===== src/bsm_pkg.sv =====
// ----------------------------------------------------------------------------
// Battery state monitor package
// Shared types, state codes and constants for the battery state monitor.
// ----------------------------------------------------------------------------
package bsm_pkg;

  localparam int unsigned MaxCellsDefault = 8;
  localparam int unsigned PresentLevel    = 10;
  localparam int unsigned Hyst            = 10;
  localparam int unsigned FullMargin      = 7;
  localparam int unsigned AdcFullScale    = 32'hFFF * 10;
  localparam int unsigned VoltMul         = 33;
  localparam int unsigned CapMax          = 32'hFFFF;
  localparam int unsigned CfgIdxW         = 3;
  localparam int unsigned CfgDataW        = 16;

  typedef enum logic [1:0] {
    ST_ABSENT = 2'd0,
    ST_OK     = 2'd1,
    ST_WARN   = 2'd2,
    ST_CRIT   = 2'd3
  } status_e;

  typedef enum logic [CfgIdxW-1:0] {
    REG_VSCALE   = 3'd0,
    REG_CELL_MAX = 3'd1,
    REG_CELL_MIN = 3'd2,
    REG_CELL_WRN = 3'd3,
    REG_CAP_TOT  = 3'd4,
    REG_CAP_WRN  = 3'd5,
    REG_CAP_CRIT = 3'd6,
    REG_CAP_UNIT = 3'd7
  } cfg_idx_e;

  typedef enum logic [2:0] {
    SQ_IDLE,
    SQ_VBAT,
    SQ_CELLS,
    SQ_THRESH,
    SQ_STATUS,
    SQ_PCT,
    SQ_OUT
  } seq_e;

  typedef struct packed {
    logic [11:0]        raw_sample;
    logic [11:0]        filtered_sample;
    logic signed [31:0] drawn_mah;
    logic signed [31:0] drawn_mwh;
  } in_beat_t;

  typedef struct packed {
    logic [1:0]  battery_status;
    logic [3:0]  cell_total;
    logic [9:0]  battery_voltage;
    logic [6:0]  charge_percent;
    logic [15:0] capacity_left;
    logic        full_at_connect;
  } out_beat_t;

  // Handshake between the sequencer and the serial divider.
  typedef struct packed {
    logic        start;
    logic [31:0] dividend;
    logic [17:0] divisor;
  } div_req_t;

  typedef struct packed {
    logic        done;
    logic [31:0] quotient;
  } div_rsp_t;

endpackage


===== src/bsm_div.sv =====
// ----------------------------------------------------------------------------
// Battery state monitor serial divider
// Restoring divider that retires one quotient bit per cycle.
// ----------------------------------------------------------------------------
module bsm_div (
  input  logic              clk_i,
  input  logic              rst_ni,
  input  bsm_pkg::div_req_t req_i,
  output bsm_pkg::div_rsp_t rsp_o
);
  import bsm_pkg::*;

  logic [31:0] quo_q, quo_d;
  logic [18:0] rem_q, rem_d;
  logic [17:0] dvs_q, dvs_d;
  logic [5:0]  cnt_q, cnt_d;
  logic        busy_q, busy_d, done_q, done_d;
  logic [18:0] trial;
  logic [18:0] shifted;

  // One shift and trial subtraction per cycle.
  always_comb begin
    quo_d   = quo_q;
    rem_d   = rem_q;
    dvs_d   = dvs_q;
    cnt_d   = cnt_q;
    busy_d  = busy_q;
    done_d  = 1'b0;
    shifted = {rem_q[17:0], quo_q[31]};
    trial   = shifted - {1'b0, dvs_q};
    if (req_i.start) begin
      quo_d  = req_i.dividend;
      rem_d  = '0;
      dvs_d  = req_i.divisor;
      cnt_d  = 6'd32;
      busy_d = 1'b1;
    end else if (busy_q) begin
      if (!trial[18]) begin
        rem_d = trial;
        quo_d = {quo_q[30:0], 1'b1};
      end else begin
        rem_d = shifted;
        quo_d = {quo_q[30:0], 1'b0};
      end
      cnt_d = cnt_q - 6'd1;
      if (cnt_q == 6'd1) begin
        busy_d = 1'b0;
        done_d = 1'b1;
      end
    end
  end

  always_ff @(posedge clk_i or negedge rst_ni) begin
    if (!rst_ni) begin
      busy_q <= 1'b0;
      done_q <= 1'b0;
      cnt_q  <= '0;
    end else begin
      busy_q <= busy_d;
      done_q <= done_d;
      cnt_q  <= cnt_d;
    end
  end

  always_ff @(posedge clk_i) begin
    quo_q <= quo_d;
    rem_q <= rem_d;
    dvs_q <= dvs_d;
  end

  assign rsp_o.done     = done_q;
  assign rsp_o.quotient = quo_q;
endmodule


===== src/battery_state_monitor.sv =====
// ----------------------------------------------------------------------------
// Battery state monitor
// Tracks battery presence, cell count, charge state and remaining charge.
// ----------------------------------------------------------------------------
// Usage: one input beat carries raw and filtered ADC samples and the drawn
// mAh and mWh counts; each input beat gives exactly one output beat with
// status, cell count, voltage, percentage, remaining capacity and full flag.
// Configuration registers are written through cfg_we_i / cfg_idx_i /
// cfg_data_i while the block is idle; they take effect on the next beat.
// Sequence: the voltage is always divided; the percentage is divided too
// while a battery is present, but not while none is present or when it is
// removed. Every division runs through one shared bit-serial divider: the
// voltage and the percentage take one each, the cell count at connection
// with a nonzero cell maximum takes two.
// One beat is processed at a time; in_ready_o is high only while the
// sequencer is idle, so the next beat is taken only after the result has
// been delivered and the sequencer has returned to idle.
// Reset clears status to absent, cells to one, thresholds and flags to zero
// and loads the register defaults.
// If the receiver stalls, the result waits in the output register and the
// next input beat is not taken until it has been delivered.
module battery_state_monitor #(
  parameter int unsigned MaxCells = bsm_pkg::MaxCellsDefault
) (
  input  logic                                clk_i,
  input  logic                                rst_ni,
  input  logic                                cfg_we_i,
  input  logic [bsm_pkg::CfgIdxW-1:0]         cfg_idx_i,
  input  logic [bsm_pkg::CfgDataW-1:0]        cfg_data_i,
  input  logic                                in_valid_i,
  output logic                                in_ready_o,
  input  bsm_pkg::in_beat_t                   in_data_i,
  output logic                                out_valid_o,
  input  logic                                out_ready_i,
  output bsm_pkg::out_beat_t                  out_data_o
);
  import bsm_pkg::*;

  // Configuration registers.
  logic [7:0]  vscale_q;
  logic [8:0]  cmax_q, cmin_q, cwrn_q;
  logic [15:0] ctot_q, cwrnc_q, ccrit_q;
  logic        cunit_q;

  always_ff @(posedge clk_i or negedge rst_ni) begin
    if (!rst_ni) begin
      vscale_q <= 8'd110;
      cmax_q   <= 9'd421;
      cmin_q   <= 9'd330;
      cwrn_q   <= 9'd350;
      ctot_q   <= '0;
      cwrnc_q  <= '0;
      ccrit_q  <= '0;
      cunit_q  <= 1'b0;
    end else if (cfg_we_i) begin
      case (cfg_idx_e'(cfg_idx_i))
        REG_VSCALE:   vscale_q <= cfg_data_i[7:0];
        REG_CELL_MAX: cmax_q   <= cfg_data_i[8:0];
        REG_CELL_MIN: cmin_q   <= cfg_data_i[8:0];
        REG_CELL_WRN: cwrn_q   <= cfg_data_i[8:0];
        REG_CAP_TOT:  ctot_q   <= cfg_data_i;
        REG_CAP_WRN:  cwrnc_q  <= cfg_data_i;
        REG_CAP_CRIT: ccrit_q  <= cfg_data_i;
        REG_CAP_UNIT: cunit_q  <= cfg_data_i[0];
        default: ;
      endcase
    end
  end

  // Monitor state.
  status_e     st_q, st_d;
  logic [3:0]  cells_q, cells_d;
  logic [11:0] fth_q, fth_d, wth_q, wth_d, cth_q, cth_d;
  logic        wfull_q, wfull_d, ucap_q, ucap_d;
  logic [15:0] rem_q, rem_d;
  seq_e        sq_q, sq_d;
  in_beat_t    in_q;
  logic [9:0]  vbat_q, vbat_d;
  logic [6:0]  pct_q, pct_d;
  logic        vstep_q, vstep_d;   // second divide of the cell count step
  logic        outv_q, outv_d;
  out_beat_t   out_q, out_d;

  div_req_t req;
  div_rsp_t rsp;

  bsm_div u_div (
    .clk_i  (clk_i),
    .rst_ni (rst_ni),
    .req_i  (req),
    .rsp_o  (rsp)
  );

  // Shared values for the current beat.
  logic signed [32:0] drawn;
  logic [16:0]        drawn_c;
  logic signed [19:0] rem_calc;
  logic [15:0]        rem_clamped;
  logic [15:0]        cap_span;
  logic               cap_pct;
  logic signed [13:0] v_span;
  logic signed [13:0] v_num;
  logic signed [17:0] c_num;
  logic [20:0]        vprod;

  always_comb begin
    drawn   = cunit_q ? 33'(in_q.drawn_mwh) : 33'(in_q.drawn_mah);
    drawn_c = drawn < 0 ? 17'd0 : (drawn > 33'sd65535 ? 17'd65535 : 17'(drawn));
    rem_calc    = 20'sd0;
    rem_clamped = '0;
    if (drawn < -33'sd200000)
      rem_clamped = 16'hFFFF;
    else if (drawn > 33'sd200000)
      rem_clamped = '0;
    else begin
      rem_calc = $signed({4'b0, ctot_q}) - $signed({4'b0, ccrit_q}) - 20'(drawn);
      rem_clamped = rem_calc < 0 ? 16'd0 :
                    (rem_calc > 20'sd65535 ? 16'hFFFF : rem_calc[15:0]);
    end
    cap_span = ctot_q - ccrit_q;
    cap_pct  = wfull_q && ctot_q != 0 && ccrit_q != 0;
    v_span   = $signed({2'b0, fth_q}) - $signed({2'b0, cth_q});
    v_num    = $signed({4'b0, vbat_q}) - $signed({2'b0, cth_q});
    c_num    = $signed({1'b0, cap_span}) - $signed({1'b0, drawn_c});
    vprod    = 21'(in_data_i.filtered_sample) * 21'(vscale_q);
  end

  // Sequencer next state.
  always_comb begin
    sq_d = sq_q;
    case (sq_q)
      SQ_IDLE:   if (in_valid_i && in_ready_o) sq_d = SQ_VBAT;
      SQ_VBAT:   if (rsp.done) sq_d = SQ_CELLS;
      SQ_CELLS:  if (st_q != ST_ABSENT || vbat_q <= 10'(PresentLevel) || cmax_q == 0 ||
                     (vstep_q && rsp.done)) sq_d = SQ_THRESH;
      SQ_THRESH: sq_d = SQ_STATUS;
      SQ_STATUS: sq_d = SQ_PCT;
      SQ_PCT:    if (st_q == ST_ABSENT || rsp.done) sq_d = SQ_OUT;
      SQ_OUT:    if (!outv_q) sq_d = SQ_IDLE;
      default:   sq_d = SQ_IDLE;
    endcase
  end

  // Sequencer datapath actions.
  always_comb begin
    logic [35:0] q;
    logic [31:0] cfull;
    logic signed [13:0] vb;
    q       = '0;
    cfull   = '0;
    vb      = $signed({4'b0, vbat_q});
    st_d    = st_q;
    cells_d = cells_q;
    fth_d   = fth_q;
    wth_d   = wth_q;
    cth_d   = cth_q;
    wfull_d = wfull_q;
    ucap_d  = ucap_q;
    rem_d   = rem_q;
    vbat_d  = vbat_q;
    pct_d   = pct_q;
    vstep_d = vstep_q;
    outv_d  = outv_q;
    out_d   = out_q;
    req     = '0;
    if (outv_q && out_ready_i) outv_d = 1'b0;
    case (sq_q)
      SQ_IDLE: begin
        if (in_valid_i && in_ready_o) begin
          // Filtered sample to centivolts, scaled product times 33.
          req.start    = 1'b1;
          req.dividend = 32'(vprod) * 32'(VoltMul);
          req.divisor  = 18'(AdcFullScale);
          vstep_d      = 1'b0;
        end
      end
      SQ_VBAT: begin
        if (rsp.done) begin
          vbat_d = rsp.quotient[9:0];
          if (st_q == ST_ABSENT && rsp.quotient[9:0] > 10'(PresentLevel) && cmax_q != 0) begin
            req.start    = 1'b1;
            req.dividend = 32'(21'(in_q.raw_sample) * 21'(vscale_q)) * 32'(VoltMul);
            req.divisor  = 18'(AdcFullScale);
          end
        end
      end
      SQ_CELLS: begin
        if (st_q == ST_ABSENT && vbat_q > 10'(PresentLevel)) begin
          if (cmax_q == 0) begin
            cells_d = 4'(MaxCells);
          end else if (rsp.done && !vstep_q) begin
            vstep_d      = 1'b1;
            req.start    = 1'b1;
            req.dividend = rsp.quotient;
            req.divisor  = 18'(cmax_q);
          end else if (rsp.done && vstep_q) begin
            q = 36'(rsp.quotient) + 36'd1;
            cells_d = q > 36'(MaxCells) ? 4'(MaxCells) : q[3:0];
          end
        end else if (st_q != ST_ABSENT && vbat_q <= 10'(PresentLevel)) begin
          st_d    = ST_ABSENT;
          cells_d = '0;
          wth_d   = '0;
          cth_d   = '0;
        end
      end
      SQ_THRESH: begin
        if (st_q == ST_ABSENT && vbat_q > 10'(PresentLevel)) begin
          st_d  = ST_OK;
          cfull = 32'(cells_q) * 32'(cmax_q);
          fth_d = cfull[11:0];
          cfull = 32'(cells_q) * 32'(cwrn_q);
          wth_d = cfull[11:0];
          cfull = 32'(cells_q) * 32'(cmin_q);
          cth_d = cfull[11:0];
          wfull_d = vb >= $signed({2'b0, fth_d}) - $signed(14'(cells_q) * 14'sd7);
          ucap_d  = wfull_d && ctot_q != 0 && cwrnc_q != 0 && ccrit_q != 0;
        end
      end
      SQ_STATUS: begin
        pct_d = '0;
        if (st_q != ST_ABSENT) begin
          if (ctot_q != 0 && wfull_q) rem_d = rem_clamped;
          if (ucap_q) begin
            if (rem_d == 0) st_d = ST_CRIT;
            else if ($signed({3'b0, rem_d}) <=
                     $signed({3'b0, cwrnc_q}) - $signed({3'b0, ccrit_q}))
              st_d = ST_WARN;
          end else begin
            case (st_q)
              ST_OK:   if (vb <= $signed({2'b0, wth_q}) - 14'sd10) st_d = ST_WARN;
              ST_WARN: begin
                if (vb <= $signed({2'b0, cth_q}) - 14'sd10) st_d = ST_CRIT;
                else if (vb > $signed({2'b0, wth_q}) + 14'sd10) st_d = ST_OK;
              end
              default: if (vb > $signed({2'b0, cth_q}) + 14'sd10) st_d = ST_WARN;
            endcase
          end
          // Start the percentage divide; zero span or ratio <= 0 gives zero.
          if (cap_pct) begin
            if (cap_span != 0 && c_num > 0) begin
              req.start    = 1'b1;
              req.dividend = 32'(c_num) * 32'd100;
              req.divisor  = 18'(cap_span);
            end else begin
              req.start    = 1'b1;
              req.dividend = '0;
              req.divisor  = 18'd1;
            end
          end else if (v_span != 0 && v_num > 0 && v_span > 0) begin
            req.start    = 1'b1;
            req.dividend = 32'(v_num) * 32'd100;
            req.divisor  = 18'(v_span);
          end else begin
            // Negative span and numerator give a positive ratio; else zero.
            req.start    = 1'b1;
            req.dividend = (v_span < 0 && v_num < 0) ? 32'(-v_num) * 32'd100 : 32'd0;
            req.divisor  = (v_span < 0) ? 18'(-v_span) : 18'd1;
          end
        end
      end
      SQ_PCT: begin
        if (st_q != ST_ABSENT && rsp.done)
          pct_d = rsp.quotient > 32'd100 ? 7'd100 : rsp.quotient[6:0];
        if (st_q == ST_ABSENT || rsp.done) begin
          outv_d = 1'b1;
          out_d.battery_status  = st_q;
          out_d.cell_total      = cells_q;
          out_d.battery_voltage = vbat_q;
          out_d.charge_percent  = (st_q == ST_ABSENT) ? 7'd0 : pct_d;
          out_d.capacity_left   = rem_q;
          out_d.full_at_connect = wfull_q;
        end
      end
      default: ;
    endcase
  end

  always_ff @(posedge clk_i or negedge rst_ni) begin
    if (!rst_ni) begin
      sq_q    <= SQ_IDLE;
      st_q    <= ST_ABSENT;
      cells_q <= 4'd1;
      fth_q   <= '0;
      wth_q   <= '0;
      cth_q   <= '0;
      wfull_q <= 1'b0;
      ucap_q  <= 1'b0;
      rem_q   <= '0;
      outv_q  <= 1'b0;
      vstep_q <= 1'b0;
    end else begin
      sq_q    <= sq_d;
      st_q    <= st_d;
      cells_q <= cells_d;
      fth_q   <= fth_d;
      wth_q   <= wth_d;
      cth_q   <= cth_d;
      wfull_q <= wfull_d;
      ucap_q  <= ucap_d;
      rem_q   <= rem_d;
      outv_q  <= outv_d;
      vstep_q <= vstep_d;
    end
  end

  always_ff @(posedge clk_i) begin
    if (in_valid_i && in_ready_o) in_q <= in_data_i;
    vbat_q <= vbat_d;
    pct_q  <= pct_d;
    out_q  <= out_d;
  end

  assign in_ready_o  = (sq_q == SQ_IDLE) && !outv_q;
  assign out_valid_o = outv_q;
  assign out_data_o  = out_q;
endmodule


===== config.mk =====
export PLATFORM = sky130hd
export DESIGN_NAME = battery_state_monitor
export DESIGN_NICKNAME = d
export VERILOG_FILES = /design/src/bsm_pkg.sv /design/src/bsm_div.sv /design/src/battery_state_monitor.sv
export SDC_FILE = /design/constraint.sdc
export NUM_CORES = 2
export LEC_CHECK = 0
export BUFFER_PORTS_ARGS = -buffer_cell sky130_fd_sc_hd__buf_2
export CAP_MARGIN = 20
export CORE_MARGIN = 10
export CORE_UTILIZATION = 60
export CTS_CLUSTER_DIAMETER = 80
export CTS_CLUSTER_SIZE = 8
export DETAILED_ROUTE_END_ITERATION = 12
export PLACE_DENSITY = 0.78
export SLEW_MARGIN = 10
export SYNTH_ARGS = -nofsm -noshare
export SYNTH_HDL_FRONTEND = slang
export SYNTH_SLANG_ARGS = --single-unit

===== constraint.sdc =====
create_clock -name clk_i -period 14.96 [get_ports clk_i]
set_input_delay 1.496 -clock clk_i [delete_from_list [all_inputs] [get_ports clk_i]]
set_output_delay 1.496 -clock clk_i [all_outputs]
set_load 0.05 [all_outputs]

==> out/qor.yml <==
status: "finished clean"
endpoint_kind: "flop"
yosys-top-cells-area: "ha_1 (18%), edfxtp_1 (13%), fa_1 (11%)"
fmax_mhz: 115
synth_area_um2: 41100
numCtsBuffers: 54
max_cap_viol_count: 0
finClkSkew_ns: 0.0526
grt_setup_unrepaired: "no"
clkTransAtPathRegs_ns: 0.05
hpwl_um: 90300
ant_nets: 0
period_share_pct: 58.3
tns_ns: 0
nets: 5609
crit_fanout: 12
clockBufferDepth: 3
grt_pass1_wl_um: 181000
die_x_um: 282
cts_sinks: 358
cts_tree: "yes"
crit_type: "reg -> reg"
overflow: 0
firstDrtPassIters: 6
yosysWarnings: 0
root_buffer: "clkbuf_16"
syn_area_per_cell_um2: 9.06
globalplace.congestion: 0.965
ctsHoldBuffers: 0
num_rows: 95
slew_headroom_pct: 25.1
yosysUniqueCellTypes: 105
drive_above_1_share_pct: 9.51
mostFrequentLayoutCell: "ha_1"
setup_viol: 0
ys_async_sr_fraction_pct: 43.9
drcViolationCount: 0
ys.flop_type: "edfxtp_1"
antenna_found_initial: 11
path_delay_family: "compound AO/OA/AOI/OAI gates"
port_buffers: 153
cp.arrival_ns: 9.18
mostFrequentLayoutCells: "ha_1 (599), inv_1 (582), nand2_1 (410)"
hold_viol_final: 0
critical_path.slowest_cell: "a22oi_1"
post_cts_buffers: 0
core_um2: 67500
yosysTopAreaCell: "ha_1"
grt_max_degree: 79
clock_latency_ns: 0.64
synthToLayoutAreaGrowth_pct: 8.35
postCtsResizedCells: 0
grtUsageTotal_pct: 28.6
path_buf_inv: 1
syn_inst: 4535
critPathLaunchType: "flop"
drt_iter0_drc: 2892
drv_slew: 0
worst_ep_required_time_ns: 15.41
num_vias: 34235
io_pins: 154
synth-seq-cells: 358
htreeDepth: 2
die_h_um: 282
critPathMaxStageDelay_ns: 0.71
dieArea_um2: 79400
synth_top_area_share_pct: 18.2
ys_seq_area_share_pct: 23.9
worstMarginPinSlew_ns: 1.11
hold_class: "reg -> reg"
start_util_pct: 60.9
grt_pass1_vias: 33624
wl_per_cell_um: 20.6
drt_wl_total_um: 115000
synth_edf_count: 183
vias_per_cell: 6.12
period_needed_ns: 8.73
-- sequential cells by signal, indices dropped and copies added, names as in the netlist, 12 cells and up --
name         flops
in_q            76
out_data_o      40
u_div.quo_q     32
u_div.dvs_q     18
u_div.rem_q     18
ccrit_q         16
ctot_q          16
cwrnc_q         16
rem_q           16
cth_q           12
fth_q           12
wth_q           12
-- cells by family (layout without fill, tap and decap cells) --
logic type	count (synthesis)	count (layout)	share of synthesized area (%)
and+or+nand+nor	1282	1282	15.3
AOI/OAI and AO/OA	948	948	15.4
adders and majority gates	829	829	29.4
buffers and inverters	704	881	6.48
DFF	358	358	23.9
xor gates and xnor gates	277	277	5.90
muxes	136	136	3.66
other	1	6	0.00912
-- synthesized netlist by cell type (20+ instances only) --
| library cell | instances |
|---|---|
| fa_1 | 230 |
| o31ai_1 | 23 |
| a21oi_1 | 235 |
| nor3_1 | 77 |
| o21a_1 | 66 |
| nor2b_1 | 52 |
| nand2b_1 | 33 |
| and2_1 | 166 |
| ha_1 | 599 |
| dfrtp_1 | 136 |
| nand2_1 | 410 |
| xor2_1 | 102 |
| edfxtp_1 | 183 |
| nand3_1 | 82 |
| and3_1 | 21 |
| mux2i_1 | 23 |
| inv_1 | 583 |
| clkbuf_1 | 103 |
| or3_1 | 20 |
| nand4_1 | 39 |
| a211oi_1 | 55 |
| xnor2_1 | 175 |
| o22ai_1 | 30 |
| o211ai_1 | 24 |
| dfstp_2 | 21 |
| a31oi_1 | 31 |
| nor2_1 | 263 |
| a21o_1 | 74 |
| o21ai_0 | 186 |
| o21bai_1 | 29 |
| mux2_2 | 111 |
| nor4_1 | 42 |
-- area by class of cell --
cell class / instances / area [um^2]
Antenna cell: 4 / 10.0
Clock buffer: 91 / 1520
Clock inverter: 10 / 110
Fill cell: 5466 / 23000
Inverter: 585 / 2200
Multi-Input combinational cell: 3474 / 28700
Sequential cell: 358 / 9810
Tap cell: 873 / 1090
Timing Repair Buffer: 195 / 1110
-- worst min-delay path, cell delays in order (launching register included) --
cell and delay [ns]:
dfrtp_1 0.35, nand2_1 0.05, nand2_1 0.06
-- stage by stage --
stage / std cells / setup slack, ns / instance area [um^2] / hold slack (ns) / utilization [%]
final: 5590 / 6.23 / 44500 / 0.487 / 66.0
after CTS: 5584 / 6.40 / 44500 / 0.486 / 65.9
after floorplan: 4536 / 6.83 / 41100 / 0.424 / -
after global placement: 5482 / 6.28 / 42800 / 0.469 / 63.5
after global routing: 5588 / 5.61 / 44500 / 0.507 / 66.0
after detailed placement: 5483 / 6.17 / 42900 / 0.474 / 63.5
-- metal layers --
metal / GRT usage, % / wire length, um / vias to the layer above
li1: - / - / 16133
met1: 35.8 / 46000 / 16415
met2: 47.5 / 53600 / 1335
met3: 5.00 / 9120 / 342
met4: 13.7 / 6080 / 10
met5: 0 / 71 / -
-- path summary, 6_finish.rpt --
path                                        from                      end  slack (ns)  cells after the start
hold / removal              fth_q[7]$_DFFE_PN0P_     fth_q[7]$_DFFE_PN0P_        0.49                      2
hold reg to reg             fth_q[7]$_DFFE_PN0P_     fth_q[7]$_DFFE_PN0P_        0.49                      2
max in group asynchronous                 rst_ni  vscale_q[0]$_DFFE_PN0P_       13.00                      2
min in group asynchronous                 rst_ni      cunit_q$_DFFE_PN0P_        0.76                      1
setup reg to reg           ctot_q[0]$_DFFE_PN0P_      st_q[0]$_DFFE_PN0P_        6.23                     33
setup / recovery           ctot_q[0]$_DFFE_PN0P_      st_q[0]$_DFFE_PN0P_        6.23                     33
Power is left out: the tool's default activity adds up to more than one toggle a clock period on the data nets, which glitch-free logic cannot reach.
